### src/hw/rtl/sfb_pkg.sv
// Shared types and constants of the serial frame builder.
package sfb_pkg;

    localparam logic [7:0] MAX_PAYLOAD = 8'd255;

    localparam int CFG_INDEX_W = 2;
    localparam logic [CFG_INDEX_W-1:0] REG_SOF_FIRST     = 2'd0;
    localparam logic [CFG_INDEX_W-1:0] REG_SOF_SECOND    = 2'd1;
    localparam logic [CFG_INDEX_W-1:0] REG_FRAME_VERSION = 2'd2;

    localparam logic [7:0] SOF_FIRST_RESET     = 8'hAA;
    localparam logic [7:0] SOF_SECOND_RESET    = 8'h55;
    localparam logic [7:0] FRAME_VERSION_RESET = 8'h01;

    localparam logic KIND_START   = 1'b0;
    localparam logic KIND_PAYLOAD = 1'b1;

    localparam logic [1:0] OP_ERROR = 2'd0;
    localparam logic [1:0] OP_START = 2'd1;
    localparam logic [1:0] OP_DATA  = 2'd2;

    typedef struct packed {
        logic       kind;
        logic [7:0] msg_type;
        logic [7:0] data_len;
        logic [7:0] data_byte;
    } in_word_t;

    typedef struct packed {
        logic [7:0] out_byte;
        logic       last;
        logic       error;
    } out_word_t;

    typedef struct packed {
        logic [7:0] sof_first;
        logic [7:0] sof_second;
        logic [7:0] frame_version;
    } cfg_t;

    typedef struct packed {
        logic [1:0] op;
        logic       with_crc;
        logic [7:0] b0;
        logic [7:0] b1;
    } cmd_t;

endpackage

### src/hw/rtl/serial_frame_builder_crc16_top.sv
// Top level of the serial frame builder with CRC-16/CCITT-FALSE.
// An accepted word's first byte passes the command queue, then the result register.
// Throughput: one word is accepted per cycle while the command queue has room.
// The emitter makes a byte per cycle unless a result waits; start words make 5 or 7 bytes.
// Reset clears the queue, the open frame and the result register, seeds the CRC with 0xFFFF,
// and loads the start-of-frame bytes 0xAA, 0x55 and the version 0x01.
module serial_frame_builder_crc16_top #(
    parameter int QUEUE_DEPTH = 4
) (
    input  logic                                 clk,
    input  logic                                 rst_n,
    input  logic                                 push,
    output logic                                 full,
    input  sfb_pkg::in_word_t                    item,
    output logic                                 empty,
    input  logic                                 pop,
    output sfb_pkg::out_word_t                   result,
    input  logic                                 cfg_we,
    input  logic [sfb_pkg::CFG_INDEX_W-1:0]      cfg_index,
    input  logic [7:0]                           cfg_data
);
    import sfb_pkg::*;

    cfg_t cfg_reg;
    cmd_t front_cmd;
    cmd_t queue_cmd;
    logic accept;
    logic q_empty;
    logic q_pop;
    logic result_valid;

    assign accept = push && !full;
    assign empty  = !result_valid;

    always_ff @(posedge clk or negedge rst_n)
    begin
        if (!rst_n)
        begin
            cfg_reg.sof_first     <= SOF_FIRST_RESET;
            cfg_reg.sof_second    <= SOF_SECOND_RESET;
            cfg_reg.frame_version <= FRAME_VERSION_RESET;
        end
        else if (cfg_we)
        begin
            case (cfg_index)
                REG_SOF_FIRST:     cfg_reg.sof_first     <= cfg_data;
                REG_SOF_SECOND:    cfg_reg.sof_second    <= cfg_data;
                REG_FRAME_VERSION: cfg_reg.frame_version <= cfg_data;
                default:           cfg_reg <= cfg_reg;
            endcase
        end
    end

    sfb_front u_front (
        .clk    (clk),
        .rst_n  (rst_n),
        .accept (accept),
        .item   (item),
        .cmd    (front_cmd)
    );

    sfb_queue #(
        .DEPTH (QUEUE_DEPTH)
    ) u_queue (
        .clk    (clk),
        .rst_n  (rst_n),
        .wr_en  (accept),
        .wr_cmd (front_cmd),
        .full   (full),
        .rd_en  (q_pop),
        .rd_cmd (queue_cmd),
        .empty  (q_empty)
    );

    sfb_back u_back (
        .clk          (clk),
        .rst_n        (rst_n),
        .cfg          (cfg_reg),
        .cmd          (queue_cmd),
        .cmd_empty    (q_empty),
        .cmd_pop      (q_pop),
        .result       (result),
        .result_valid (result_valid),
        .result_take  (pop && result_valid)
    );

endmodule

### src/hw/rtl/sfb_front.sv
// Front end: accepts words, tracks the open frame and issues frame commands.
module sfb_front (
    input  logic              clk,
    input  logic              rst_n,
    input  logic              accept,
    input  sfb_pkg::in_word_t item,
    output sfb_pkg::cmd_t     cmd
);
    import sfb_pkg::*;

    logic       frame_open_reg;
    logic       frame_open_next;
    logic [7:0] bytes_left_reg;
    logic [7:0] bytes_left_next;

    always_comb
    begin
        frame_open_next = frame_open_reg;
        bytes_left_next = bytes_left_reg;
        cmd.op          = OP_ERROR;
        cmd.with_crc    = 1'b0;
        cmd.b0          = item.data_byte;
        cmd.b1          = item.data_len;
        if (item.kind == KIND_START)
        begin
            if (item.data_len > MAX_PAYLOAD)
            begin
                frame_open_next = 1'b0;
                bytes_left_next = 8'd0;
            end
            else
            begin
                cmd.op          = OP_START;
                cmd.b0          = item.msg_type;
                cmd.with_crc    = (item.data_len == 8'd0);
                frame_open_next = (item.data_len != 8'd0);
                bytes_left_next = item.data_len;
            end
        end
        else if (frame_open_reg)
        begin
            cmd.op          = OP_DATA;
            cmd.with_crc    = (bytes_left_reg == 8'd1);
            bytes_left_next = bytes_left_reg - 8'd1;
            frame_open_next = (bytes_left_reg != 8'd1);
        end
    end

    always_ff @(posedge clk or negedge rst_n)
    begin
        if (!rst_n)
        begin
            frame_open_reg <= 1'b0;
            bytes_left_reg <= 8'd0;
        end
        else if (accept)
        begin
            frame_open_reg <= frame_open_next;
            bytes_left_reg <= bytes_left_next;
        end
    end

endmodule

### src/hw/rtl/sfb_queue.sv
// Command queue between the front end and the byte emitter.
module sfb_queue #(
    parameter int DEPTH = 4
) (
    input  logic          clk,
    input  logic          rst_n,
    input  logic          wr_en,
    input  sfb_pkg::cmd_t wr_cmd,
    output logic          full,
    input  logic          rd_en,
    output sfb_pkg::cmd_t rd_cmd,
    output logic          empty
);
    import sfb_pkg::*;

    localparam int PTR_W   = (DEPTH > 1) ? $clog2(DEPTH) : 1;
    localparam int COUNT_W = $clog2(DEPTH + 1);
    localparam logic [PTR_W-1:0]   LAST_PTR  = PTR_W'(DEPTH - 1);
    localparam logic [COUNT_W-1:0] FULL_CNT  = COUNT_W'(DEPTH);

    cmd_t               entries [DEPTH];
    logic [PTR_W-1:0]   wr_ptr_reg;
    logic [PTR_W-1:0]   rd_ptr_reg;
    logic [COUNT_W-1:0] count_reg;
    logic               do_wr;
    logic               do_rd;

    assign full   = (count_reg == FULL_CNT);
    assign empty  = (count_reg == '0);
    assign do_wr  = wr_en && !full;
    assign do_rd  = rd_en && !empty;
    assign rd_cmd = entries[rd_ptr_reg];

    always_ff @(posedge clk)
    begin
        if (do_wr)
        begin
            entries[wr_ptr_reg] <= wr_cmd;
        end
    end

    always_ff @(posedge clk or negedge rst_n)
    begin
        if (!rst_n)
        begin
            wr_ptr_reg <= '0;
            rd_ptr_reg <= '0;
            count_reg  <= '0;
        end
        else
        begin
            if (do_wr)
            begin
                wr_ptr_reg <= (wr_ptr_reg == LAST_PTR) ? '0 : wr_ptr_reg + PTR_W'(1);
            end
            if (do_rd)
            begin
                rd_ptr_reg <= (rd_ptr_reg == LAST_PTR) ? '0 : rd_ptr_reg + PTR_W'(1);
            end
            if (do_wr && !do_rd)
            begin
                count_reg <= count_reg + COUNT_W'(1);
            end
            else if (do_rd && !do_wr)
            begin
                count_reg <= count_reg - COUNT_W'(1);
            end
        end
    end

    a_count_bound: assert property (@(posedge clk) disable iff (!rst_n)
        count_reg <= FULL_CNT)
        else $error("Queue count exceeds its depth.");

    a_full_holds: assert property (@(posedge clk) disable iff (!rst_n)
        (full && !rd_en) |=> full)
        else $error("Queue left the full state without a read.");

    a_ptr_gap: assert property (@(posedge clk) disable iff (!rst_n)
        (count_reg == '0 || count_reg == FULL_CNT) |-> (wr_ptr_reg == rd_ptr_reg))
        else $error("Queue pointers disagree with the count.");

endmodule

### src/hw/rtl/sfb_back.sv
// Back end: expands frame commands into bytes, keeps the CRC and the result register.
module sfb_back (
    input  logic               clk,
    input  logic               rst_n,
    input  sfb_pkg::cfg_t      cfg,
    input  sfb_pkg::cmd_t      cmd,
    input  logic               cmd_empty,
    output logic               cmd_pop,
    output sfb_pkg::out_word_t result,
    output logic               result_valid,
    input  logic               result_take
);
    import sfb_pkg::*;

    localparam logic [15:0] CRC_SEED = 16'hFFFF;
    localparam logic [15:0] CRC_POLY = 16'h1021;

    function automatic logic [15:0] crc_byte(input logic [15:0] crc_in, input logic [7:0] b);
        logic [15:0] c;
        c = crc_in ^ {b, 8'h00};
        for (int i = 0; i < 8; i++)
        begin
            c = c[15] ? ({c[14:0], 1'b0} ^ CRC_POLY) : {c[14:0], 1'b0};
        end
        return c;
    endfunction

    logic [2:0]  step_reg;
    logic [15:0] crc_reg;
    logic        valid_reg;
    out_word_t   result_reg;

    logic        adv;
    logic        final_step;
    logic        crc_update;
    logic [15:0] crc_base;
    out_word_t   word_next;
    logic [2:0]  crc_step;

    assign adv          = !cmd_empty && (!valid_reg || result_take);
    assign cmd_pop      = adv && final_step;
    assign result       = result_reg;
    assign result_valid = valid_reg;

    always_comb
    begin
        word_next.out_byte = 8'd0;
        word_next.last     = 1'b0;
        word_next.error    = 1'b0;
        final_step         = 1'b1;
        crc_update         = 1'b0;
        crc_base           = crc_reg;
        crc_step           = 3'd1;
        case (cmd.op)
            OP_START:
            begin
                crc_step   = 3'd5;
                final_step = (step_reg == (cmd.with_crc ? 3'd6 : 3'd4));
                case (step_reg)
                    3'd0: word_next.out_byte = cfg.sof_first;
                    3'd1: word_next.out_byte = cfg.sof_second;
                    3'd2:
                    begin
                        word_next.out_byte = cfg.frame_version;
                        crc_update         = 1'b1;
                        crc_base           = CRC_SEED;
                    end
                    3'd3:
                    begin
                        word_next.out_byte = cmd.b0;
                        crc_update         = 1'b1;
                    end
                    3'd4:
                    begin
                        word_next.out_byte = cmd.b1;
                        crc_update         = 1'b1;
                    end
                    default: word_next.out_byte = 8'd0;
                endcase
            end
            OP_DATA:
            begin
                crc_step   = 3'd1;
                final_step = (step_reg == (cmd.with_crc ? 3'd2 : 3'd0));
                if (step_reg == 3'd0)
                begin
                    word_next.out_byte = cmd.b0;
                    crc_update         = 1'b1;
                end
            end
            default:
            begin
                word_next.last  = 1'b1;
                word_next.error = 1'b1;
            end
        endcase
        if (cmd.op != OP_ERROR)
        begin
            if (step_reg == crc_step)
            begin
                word_next.out_byte = crc_reg[7:0];
            end
            else if (step_reg == crc_step + 3'd1)
            begin
                word_next.out_byte = crc_reg[15:8];
                word_next.last     = 1'b1;
            end
        end
    end

    always_ff @(posedge clk)
    begin
        if (adv)
        begin
            result_reg <= word_next;
        end
    end

    always_ff @(posedge clk or negedge rst_n)
    begin
        if (!rst_n)
        begin
            step_reg  <= 3'd0;
            crc_reg   <= CRC_SEED;
            valid_reg <= 1'b0;
        end
        else
        begin
            if (adv)
            begin
                valid_reg <= 1'b1;
                step_reg  <= final_step ? 3'd0 : step_reg + 3'd1;
                if (crc_update)
                begin
                    crc_reg <= crc_byte(crc_base, word_next.out_byte);
                end
            end
            else if (result_take)
            begin
                valid_reg <= 1'b0;
            end
        end
    end

    a_error_is_last: assert property (@(posedge clk) disable iff (!rst_n)
        (valid_reg && result_reg.error) |-> result_reg.last)
        else $error("Error word was not marked last.");

    a_pop_ends_cmd: assert property (@(posedge clk) disable iff (!rst_n)
        cmd_pop |=> (step_reg == 3'd0))
        else $error("Command left the queue in the middle of a frame.");

    a_stall_holds: assert property (@(posedge clk) disable iff (!rst_n)
        (valid_reg && !result_take) |=> (valid_reg && $stable(result_reg)))
        else $error("Waiting result word changed before it was taken.");

endmodule

### config.mk
export PLATFORM = sky130hd
export DESIGN_NAME = serial_frame_builder_crc16_top
export DESIGN_NICKNAME = d
export VERILOG_FILES = /design/src/hw/rtl/sfb_pkg.sv /design/src/hw/rtl/serial_frame_builder_crc16_top.sv /design/src/hw/rtl/sfb_front.sv /design/src/hw/rtl/sfb_queue.sv /design/src/hw/rtl/sfb_back.sv
export SDC_FILE = /design/constraint.sdc
export NUM_CORES = 1
export LEC_CHECK = 0
export ABC_AREA = 1
export CORE_ASPECT_RATIO = 0.9
export CORE_MARGIN = 5
export CORE_UTILIZATION = 30
export CTS_CLUSTER_DIAMETER = 40
export DETAILED_ROUTE_END_ITERATION = 7
export DONT_BUFFER_PORTS = 1
export PLACE_DENSITY = 0.42
export SLEW_MARGIN = 10
export SYNTH_ARGS = -nofsm -noshare
export SYNTH_HDL_FRONTEND = slang
export SYNTH_SLANG_ARGS = --single-unit
### constraint.sdc
create_clock -name clk -period 9.7 [get_ports clk]
set_clock_uncertainty 0.15 [all_clocks]
set_input_delay 0.485 -clock clk [delete_from_list [all_inputs] [get_ports clk]]
set_output_delay 0.485 -clock clk [all_outputs]
set_load 0.05 [all_outputs]
After elaboration in Yosys (flattened, before gate mapping) --
Memory sizes are Yosys's and may differ from the RTL's. Cells that the tools add are included.
Word-level totals: register bits 70, RAM bits 76, word-level logic and storage cells 123, memories kept 1
Memories:
- u_queue.entries | words 4, bits a word 19, read ports 1, clocked after memory_dff 0, write ports 1, RTL line sfb_queue.sv:21 | cmd_t entries [DEPTH];
Operators by class: add/subtract/negate cells 7, magnitude comparators 1, equal/unequal tests 18, mux-type cells 44, bitwise gates (word level) 9, reductions and logical operators 29
Operator list (number):
- two-way mux 13 bit | 8
- two-way mux 8 bit | 6
- one-hot mux 8 bit (5 select lines) | 1
- two-way mux 16 bit | 2
- NOT 3 bit | 8
- two-way mux 3 bit | 6
- two-way mux 9 bit | 2
- one-hot mux 8 bit (2 select lines) | 1
- XOR 16 bit | 1
- == test 3 bit | 4
- two-way mux 1 bit | 10
- two-way mux 10 bit | 1
- two-way mux 2 bit | 5
- AND reduction 2 bit | 5
- adder 3 x 1 -> 3 bit, second input constant | 3
- == test 2 bit, second input constant | 4
- == test 8 x 1 -> 1 bit, second input constant | 1
- greater-than comparator 8 bit, second input constant | 1
- logical AND 1 bit | 8
- zero test 8 bit | 1
- inequality test 8 x 1 -> 1 bit, second input constant | 1
- nonzero test 8 bit | 1
- subtractor 8 x 1 -> 8 bit, second input constant | 1
- == test 3 x 2 -> 1 bit, second input constant | 2
- 14 further kinds | 25

Depth between registers and ports, before layout --
Gate-level depths: netlist of run 1. An unclocked memory read counts as a cell.
word-level depth 25, depth in mapped cells 27, depth with buffers taken out 24

Modules after synthesis --
From an unflattened synthesis of run 1, not the netlist that was laid out.
Second synthesis, totals: cell total of the unflattened synthesis 940, area, all modules 8099.0 µm²
By module, submodules not included:
- sfb_queue | times used 1, cells each 282, area an instance 3594.7 µm², sequential area each 2457.4 µm²
- sfb_back | times used 1, cells each 410, area an instance 2603.7 µm², sequential area each 820.8 µm²
- serial_frame_builder_crc16_top | times used 1, cells each 112, area an instance 1081.0 µm², sequential area each 611.8 µm²
- sfb_front | times used 1, cells each 136, area an instance 819.5 µm², sequential area each 225.2 µm²

Least setup slack after synthesis of run 1 --
OpenSTA, ideal clock, no wires.
path kind reg2reg, start point register u_queue.count_reg[0], end point register u_queue.count_reg[1], setup time 0.125 ns, arrival time 2.900 ns, required time 9.425 ns, slack 6.525 ns, stages on the path, launching flop included 7, buffers on the path 0, path through dfrtp_1 nor3_1 nor2_1 ha_1 inv_1 fa_1 mux2_2
Between the ends: elaborated cells on any way between the ends 18
RTL lines:
- start: declaration | RTL line sfb_queue.sv:24 | logic [COUNT_W-1:0] count_reg;
- start signal: assignment | RTL line sfb_queue.sv:62 | count_reg <= count_reg + COUNT_W'(1);
- start signal: assignment | RTL line sfb_queue.sv:66 | count_reg <= count_reg - COUNT_W'(1);
- == test 3 bit (*) | RTL line sfb_queue.sv:28 | assign full = (count_reg == FULL_CNT);
- net full | RTL line serial_frame_builder_crc16_top.sv:13 | output logic full,
- zero test 1 bit (*) | RTL line serial_frame_builder_crc16_top.sv:32 | assign accept = push && !full;
- logical AND 1 bit (*) | RTL line serial_frame_builder_crc16_top.sv:32
- net accept | RTL line serial_frame_builder_crc16_top.sv:27 | logic accept;
- logical AND 1 bit (*) | RTL line sfb_queue.sv:30 | assign do_wr = wr_en && !full;
- zero test 1 bit | RTL line sfb_queue.sv:64 | else if (do_rd && !do_wr)
- logical AND 1 bit | RTL line sfb_queue.sv:64
- nonzero test 2 bit (no source line)
Mark *: on every way through the listed nets, which the timed path passes. The rest lies on a longest branch. The select of a mux whose other input is x is not followed. A chain may end at the register's enable or synchronous reset.

Final worst setup path of run 1 --
start point register u_queue.rd_ptr_reg[0], end point register u_back.crc_reg[13]
Between the ends: word-level cells in the longest chain between the ends 14, elaborated cells on any way between the ends 27
RTL lines:
- start: declaration | RTL line sfb_queue.sv:23 | logic [PTR_W-1:0] rd_ptr_reg;
- start signal: assignment | RTL line sfb_queue.sv:58 | rd_ptr_reg <= (rd_ptr_reg == LAST_PTR) ? '0 : rd_ptr_reg + PTR_W'(1);
- memory (4 x 19 bit) (*)
- == test 2 x 1 -> 1 bit | RTL line sfb_back.sv:54 | case (cmd.op)
- two-way mux 3 bit | RTL line sfb_back.sv:54
- adder 3 x 1 -> 3 bit | RTL line sfb_back.sv:103 | else if (step_reg == crc_step + 3'd1)
- == test 3 bit | RTL line sfb_back.sv:103
- two-way mux 9 bit | RTL line sfb_back.sv:103
- two-way mux 8 bit | RTL line sfb_back.sv:99 | if (step_reg == crc_step)
- two-way mux 9 bit | RTL line sfb_back.sv:97 | if (cmd.op != OP_ERROR)
- XOR 16 bit | RTL line sfb_back.sv:20 | c = crc_in ^ {b, 8'h00};
- two-way mux 13 bit (2 in series) | RTL line sfb_back.sv:23 | c = c[15] ? ({c[14:0], 1'b0} ^ CRC_POLY) : {c[14:0], 1'b0};
- NOT 3 bit (no source line)
- two-way mux 13 bit (2 in series) | RTL line sfb_back.sv:23
- end signal: assignment | RTL line sfb_back.sv:135 | crc_reg <= crc_byte(crc_base, word_next.out_byte);
- end: declaration | RTL line sfb_back.sv:29 | logic [15:0] crc_reg;
Every way passes the cells marked *; elsewhere a longest branch is shown, timed or not.

==> impl_metrics.ini, run 1 <==
[clock_network]
h-tree-depth = 4
cts_tree = done
cts_buffers = 17
clkLatencyLatePin_ns = 0.44
cts-resized-gates = 0
clkSinkCount = 146
cts_max_path_buffers = 2
post_cts_buffers = 0
clk_pin_slew_ns = 0.07
clockRootBuffer = clkbuf_16

[run]
max_cap_viol_count = 0

[setup_path]
endpoint_kind = register
worstPathCellList = buf_4 -> inv_1 -> nand2_1 -> a32oi_1 -> inv_1 -> ha_1 -> nand3_1 -> inv_2 -> nand3_1 -> o21ai_0 -> inv_1 -> a21oi_1
worstPathRequired_ns = 9.91
cp.arrival_ns = 4.44
cp-start-kind = register
critPathMaxStageDelay_ns = 0.87
crit_family = buffers and inverters
criticalPathCategory = register to register
critical-path-slowest-cell = inv_1
worstPathMaxFanout = 41
crit_buf_inv = 5
crit_top_cell = inv_1

[routing]
viasPerCell = 4.63
wl_per_cell_um = 16.2
drt_iter0_drc = 329
vias = 5439
first_pass_iters = 5
drt_wl_total_mm = 19.0
postRouteAntennaNets = 0
drc = 0

[synth]
synth_largest_type_area_fraction_pct = 35.1
mappedNetlistNets = 898
synth_warnings = 0
ys_types = 44
synth_top_flop_cell = edfxtp_1
yosys-top-cells-area = edfxtp_1 (35%), nand2_1 (14%), dfrtp_1 (12%)
synth_top_cell_by_area = edfxtp_1
syn-mean-instance-area_um2 = 8.76
syn_inst = 841
syn_area_um2 = 7370
synth_edf_count = 86
seq_area_frac_synth_pct = 55.9
synth-seq-cells = 146
async_flop_share_pct = 41.1

[power_and_ir_drop]
p_leak_nw = 3.73
ir_drop_mv = 0.145
p_per_area_nw_per_um2 = 353

[place]
dp_hpwl_mm = 12.8
portBuffers = 0
routabilityCongestion = 0.777
dp_slack_ns = 5.50

[global_route]
grt_pass1_wl_mm = 30.6
grt_use_total_pct = 14.3
grt_pass1_vias = 5372
grt_remaining_overflow = 0
antenna_found_initial = 0
grt_max_degree = 61

[floorplanning]
dieWidth_um = 175
core_area_um2 = 24200
die_height_um = 159
ios = 52
dieArea_um2 = 27800
start_util_pct = 30.5
num_rows = 54

[sta]
setup_viol = 0
slew_viol_final = 0
max_freq_mhz = 236
slew_headroom_pct = 23.8
min_period_over_period_pct = 43.7
finalCriticalPeriod_ns = 4.24
tightest_slew_ns = 1.14
postLayoutSetupSlackWorst_ns = 5.46
hold_viol = 0
setup-tns-final_ns = 0
rsz0062_at_grt = no

[final_layout]
ff_latch_area_um2 = 4120
multiInputGateArea_um2 = 2780
largest_register_ffs = 76
fillerInstances = 2483
area_delta_synth_final_pct = 14.5
num_antenna_cells = 0
drive_above_1_share_pct = 11.9
fin_nets = 911

[min_path]
hp-class = input port to register

[status]
outcome = finished, final reports clean
-- timing repair --
item | CTS | global route
setup endpoints to repair | 0 | 0
hold endpoints to repair | 92 | 0
hold buffers | 10 | 0
-- layout make-up --
type,instances,share of cell area (%)
sequential,146,48.8
multi-input combinational,575,33.0
clock buffer,18,5.34
tap,308,4.57
inverter,96,4.36
timing repair buffer,18,2.11
clock inverter,14,1.83
-- layer usage --
layer | global-route usage, % | up-vias | share of wire, %
met4 | 3.74 | 0 | 1.0
met5 | 0 | - | 0
met2 | 22.0 | 84 | 44
met1 | 20.9 | 2552 | 52
li1 | - | 2788 | -
met3 | 2.83 | 15 | 3.0
-- cell usage after synthesis (all sizes together) (3+ instances only) --
master / count
ha: 16
o21ai: 78
edfxtp: 86
clkbuf: 9
nor4: 3
nor2: 57
xor2: 5
dfstp: 25
inv: 95
buf: 15
nor3: 3
nand2: 293
a21oi: 20
o22ai: 6
dfrtp: 35
nand3: 75
-- worst paths after layout --
check | startpoint | endpoint | slack, ns | depth (start not counted)
max reg2reg | u_queue.rd_ptr_reg[0] | u_back.crc_reg[13] | 5.46 | 12
max in group asynchronous | rst_n | u_back.crc_reg[8] | 8.60 | 2
min | pop | u_back.result_valid | 0.02 | 1
min reg2reg | u_back.crc_reg[6] | u_back.crc_reg[6] | 0.32 | 2
max | u_queue.rd_ptr_reg[0] | u_back.crc_reg[13] | 5.46 | 12
min in group asynchronous | rst_n | u_front.bytes_left_reg[2] | 0.48 | 2
-- metrics by stage --
step	util, %	std cells	cell area, um^2	power [mW]	hold WS (ns)
2_1_floorplan	-	841	7370	1.98	0.0394
3_3_place_gp	31.9	1133	7710	2.32	0.0431
3_5_place_dp	31.9	1133	7710	2.32	0.0435
4_1_cts	34.9	1175	8430	3.02	0.00746
5_1_grt	34.9	1175	8430	3.23	0.0177
6_report	34.9	1175	8430	2.98	0.0225
-- cells by family (layout without fill, tap and decap cells) --
family / count (synthesis) / count (layout) / share of synthesized area (%)
AND/OR/NAND/NOR: 433 / 433 / 24.9
multiplexers: 1 / 1 / 0.153
XOR/XNOR: 6 / 6 / 0.713
AO/OA/AOI/OAI: 118 / 118 / 8.78
buffers and inverters: 120 / 146 / 6.59
adder cells (fa/ha/maj): 17 / 17 / 2.99
flip-flops: 146 / 146 / 55.9
-- power breakdown --
| group | switching [mW] | total (mW) | internal (mW) |
|---|---|---|---|
| registers | 0.162 | 1.05 | 0.887 |
| clock network | 0.307 | 0.668 | 0.361 |
| logic | 0.879 | 1.26 | 0.381 |
-- cell usage in the layout (no fill, tap or decap), types with 2 or more instances in the layout --
cell type	count
inv_6	6
nor2_2	5
dlygate4sd3_1	9
dfrtp_1	35
nor3_1	2
o211ai_1	2
o22ai_1	6
o21a_1	2
o32ai_1	2
buf_4	8
xor2_1	5
edfxtp_1	86
ha_1	16
inv_4	3
nand2_2	12
clkinv_8	3
nand4_1	2
nand3_1	74
o21ai_0	73
nor2_8	2
clkbuf_16	18
nand2_1	278
a32oi_1	2
inv_8	4
dfstp_2	25
nor2_1	49
o21ai_1	4
a21oi_1	19
o31ai_1	2
nand2_4	3
inv_2	6
inv_1	86
nor4_1	3
Power figures use the tool's default switching activity.
==> inputs of run 2 (changes only) <==
--- a/config.mk
+++ b/config.mk
@@ -5,7 +5,7 @@
 export SDC_FILE = /design/constraint.sdc
 export NUM_CORES = 1
 export LEC_CHECK = 0
-export ABC_AREA = 1
+export ABC_AREA = 0
 export CORE_ASPECT_RATIO = 0.9
 export CORE_MARGIN = 5
 export CORE_UTILIZATION = 30
==> constraint.sdc (replaced) <==
create_clock -name clk -period 4.17 [get_ports clk]
set_clock_uncertainty 0.15 [all_clocks]
set_input_delay 0.2085 -clock clk [delete_from_list [all_inputs] [get_ports clk]]
set_output_delay 0.2085 -clock clk [all_outputs]
set_load 0.05 [all_outputs]
==> run 2 against run 1 <==
Net effect: critical path depth is 2 lower; register-to-register slack worse by 4.9 ns; setup slack got worse by 4.9 ns; fmax rose by 16%; sequential share of layout area decreased by 0.18 points; cell count is 25% lower; clock power rose to 2.5 times the previous value; worst hold slack better by 0.038 ns; die area fell by 3.7%; critical endpoint unchanged.
==> impl_metrics.ini, run 2 <==
[synth]
yosys-top-cells-area = edfxtp_1 (37%), dfrtp_1 (12%), dfstp_2 (9.3%)
syn_area_um2 = 7070
synth_top_flop_cell = edfxtp_1
synth_common_cells = edfxtp_1 (86), mux2_2 (37), dfrtp_1 (35)
synth_warnings = 0
synth_edf_count = 86
async_flop_share_pct = 41.1
synth_top_cell_by_area = edfxtp_1
mappedNetlistNets = 573
syn_inst = 516
synth_largest_type_area_fraction_pct = 36.5
synth.most_common_cell = edfxtp_1
seq_area_frac_synth_pct = 58.2
ys_types = 61
syn-mean-instance-area_um2 = 13.7
synth-seq-cells = 146

[final_layout]
fillerInstances = 2251
ff_latch_area_um2 = 4120
num_antenna_cells = 0
fin_nets = 620
fin_area_um2 = 8460
area_delta_synth_final_pct = 19.6
final_cells = 878
drive_above_1_share_pct = 24.7
largest_register_ffs = 76
postLayoutCoreUtil_pct = 36.4
layout_commonest_cell = edfxtp_1
final_cell_mix = edfxtp_1 (86), mux2_2 (37), dlygate4sd3_1 (36)
multiInputGateArea_um2 = 2760

[setup_path]
cp-start-kind = register
criticalPathCategory = register to register
endpoint_kind = register
cp.arrival_ns = 3.84
worstPathRequired_ns = 4.37
worstPathMaxFanout = 9

[power_and_ir_drop]
total_power_mw = 6.79
p_per_area_nw_per_um2 = 802
ir_drop_mv = 0.351
p_leak_nw = 3.22

[min_path]
hp-class = input port to register

[routing]
first_pass_iters = 5
drt_wl_total_mm = 16.7
postRouteAntennaNets = 0
drt_iter0_drc = 289
wl_per_cell_um = 19.0
viasPerCell = 4.96
drc = 0
vias = 4355

[floorplanning]
dieWidth_um = 172
ios = 52
dieArea_um2 = 26800
die_height_um = 156
start_util_pct = 30.4
num_rows = 53
core_area_um2 = 23300

[place]
dp_slack_ns = 0.493
dp.cells = 809
routabilityCongestion = 0.786
postPlaceCellArea_um2 = 7420
dp_hpwl_mm = 11.5
portBuffers = 0

[clock_network]
hold_buffers = 37
clk_pin_slew_ns = 0.07
clkLatencyLatePin_ns = 0.42
clockRootBuffer = clkbuf_16
cts-resized-gates = 0
cts_max_path_buffers = 2
clkSinkCount = 146
cts_tree = done
h-tree-depth = 4
cts_buffers = 17
post_cts_buffers = 0

[sta]
min_period_over_period_pct = 87.3
slew_viol_final = 0
setup_viol = 0
slew_headroom_pct = 37.9
whs_ns = 0.0605
max_freq_mhz = 275
setup-tns-final_ns = 0
hold_viol = 0
rsz0062_at_grt = no
postLayoutSetupSlackWorst_ns = 0.531
tightest_slew_ns = 0.932
finalCriticalPeriod_ns = 3.64

[global_route]
grt_max_degree = 61
grt_pass1_vias = 4521
grt_use_total_pct = 13.1
antenna_found_initial = 1
grt_remaining_overflow = 0
grt_pass1_wl_mm = 26.5

[run]
max_cap_viol_count = 0

[status]
outcome = finished, final reports clean
==> run 2: cell count changes after synthesis, moves of 9 or more <==
cell / previous run / this run
mux2_2: 1 / 37
o21ai_0: 73 / 19
mux2i_1: 0 / 18
inv_1: 86 / 20
nand2_1: 278 / 24
nor2_1: 53 / 25
nand2_2: 12 / 0
mux4_2: 0 / 11
nand3_1: 74 / 10
and2_1: 0 / 9
==> run 2: per-layer routing <==
| layer | GRT usage (%) | share of wire (%) | up-vias |
|---|---|---|---|
| met5 | 0 | 0.078 | - |
| met4 | 3.03 | 0.75 | 2 |
| met3 | 2.99 | 4.0 | 13 |
| met2 | 20.3 | 47 | 94 |
| met1 | 18.7 | 48 | 2191 |
| li1 | - | - | 2055 |
==> run 2: kinds of logic after synthesis <==
| kind of cell | count (synthesis) | share of synthesized area, % |
|---|---|---|
| flops | 146 | 58.2 |
| fa+ha+maj | 17 | 3.11 |
| mux | 66 | 11.9 |
| compound gates | 112 | 11.5 |
| simple gates | 114 | 8.77 |
| xor+xnor | 19 | 3.54 |
| buf+inv | 42 | 2.92 |
==> run 2: cell type report <==
class,instances,area share [%]
inverters,20,0.887
well taps,302,4.46
flip-flops and latches,146,48.6
repair buffers,50,5.74
clock buffers,17,5.03
clock inverters,15,2.68
multi-input cells,328,32.6
==> run 2: critical path, cell delays in order (launching register included) <==
cell,delay (ns)
dfrtp_1,0.43
mux4_2,0.54
inv_1,0.09
ha_1,0.39
nand4_1,0.37
o22ai_1,0.36
o31ai_2,0.15
a211oi_1,0.37
or2_4,0.22
xnor3_1,0.37
o21ai_1,0.12
==> run 2: path summary, 6_finish.rpt <==
| check | startpoint | end | slack [ns] | cells after the start |
|---|---|---|---|---|
| min reg2reg | u_back.crc_reg[11] | u_back.crc_reg[11] | 0.33 | 2 |
| max | u_queue.rd_ptr_reg[0] | u_back.crc_reg[13] | 0.53 | 10 |
| max in group asynchronous | rst_n | u_back.crc_reg[11] | 3.33 | 2 |
| max reg2reg | u_queue.rd_ptr_reg[0] | u_back.crc_reg[13] | 0.53 | 10 |
| min | push | u_queue.wr_ptr_reg[0] | 0.06 | 3 |
| min in group asynchronous | rst_n | u_back.step_reg[1] | 0.21 | 2 |
==> run 2: power by group <==
part | switching [mW] | internal (mW) | total [mW] | leakage, nW
sequential | 0.418 | 2.05 | 2.47 | 1.47
clock | 0.650 | 1.03 | 1.68 | 0.322
combinational | 1.43 | 1.22 | 2.65 | 1.42
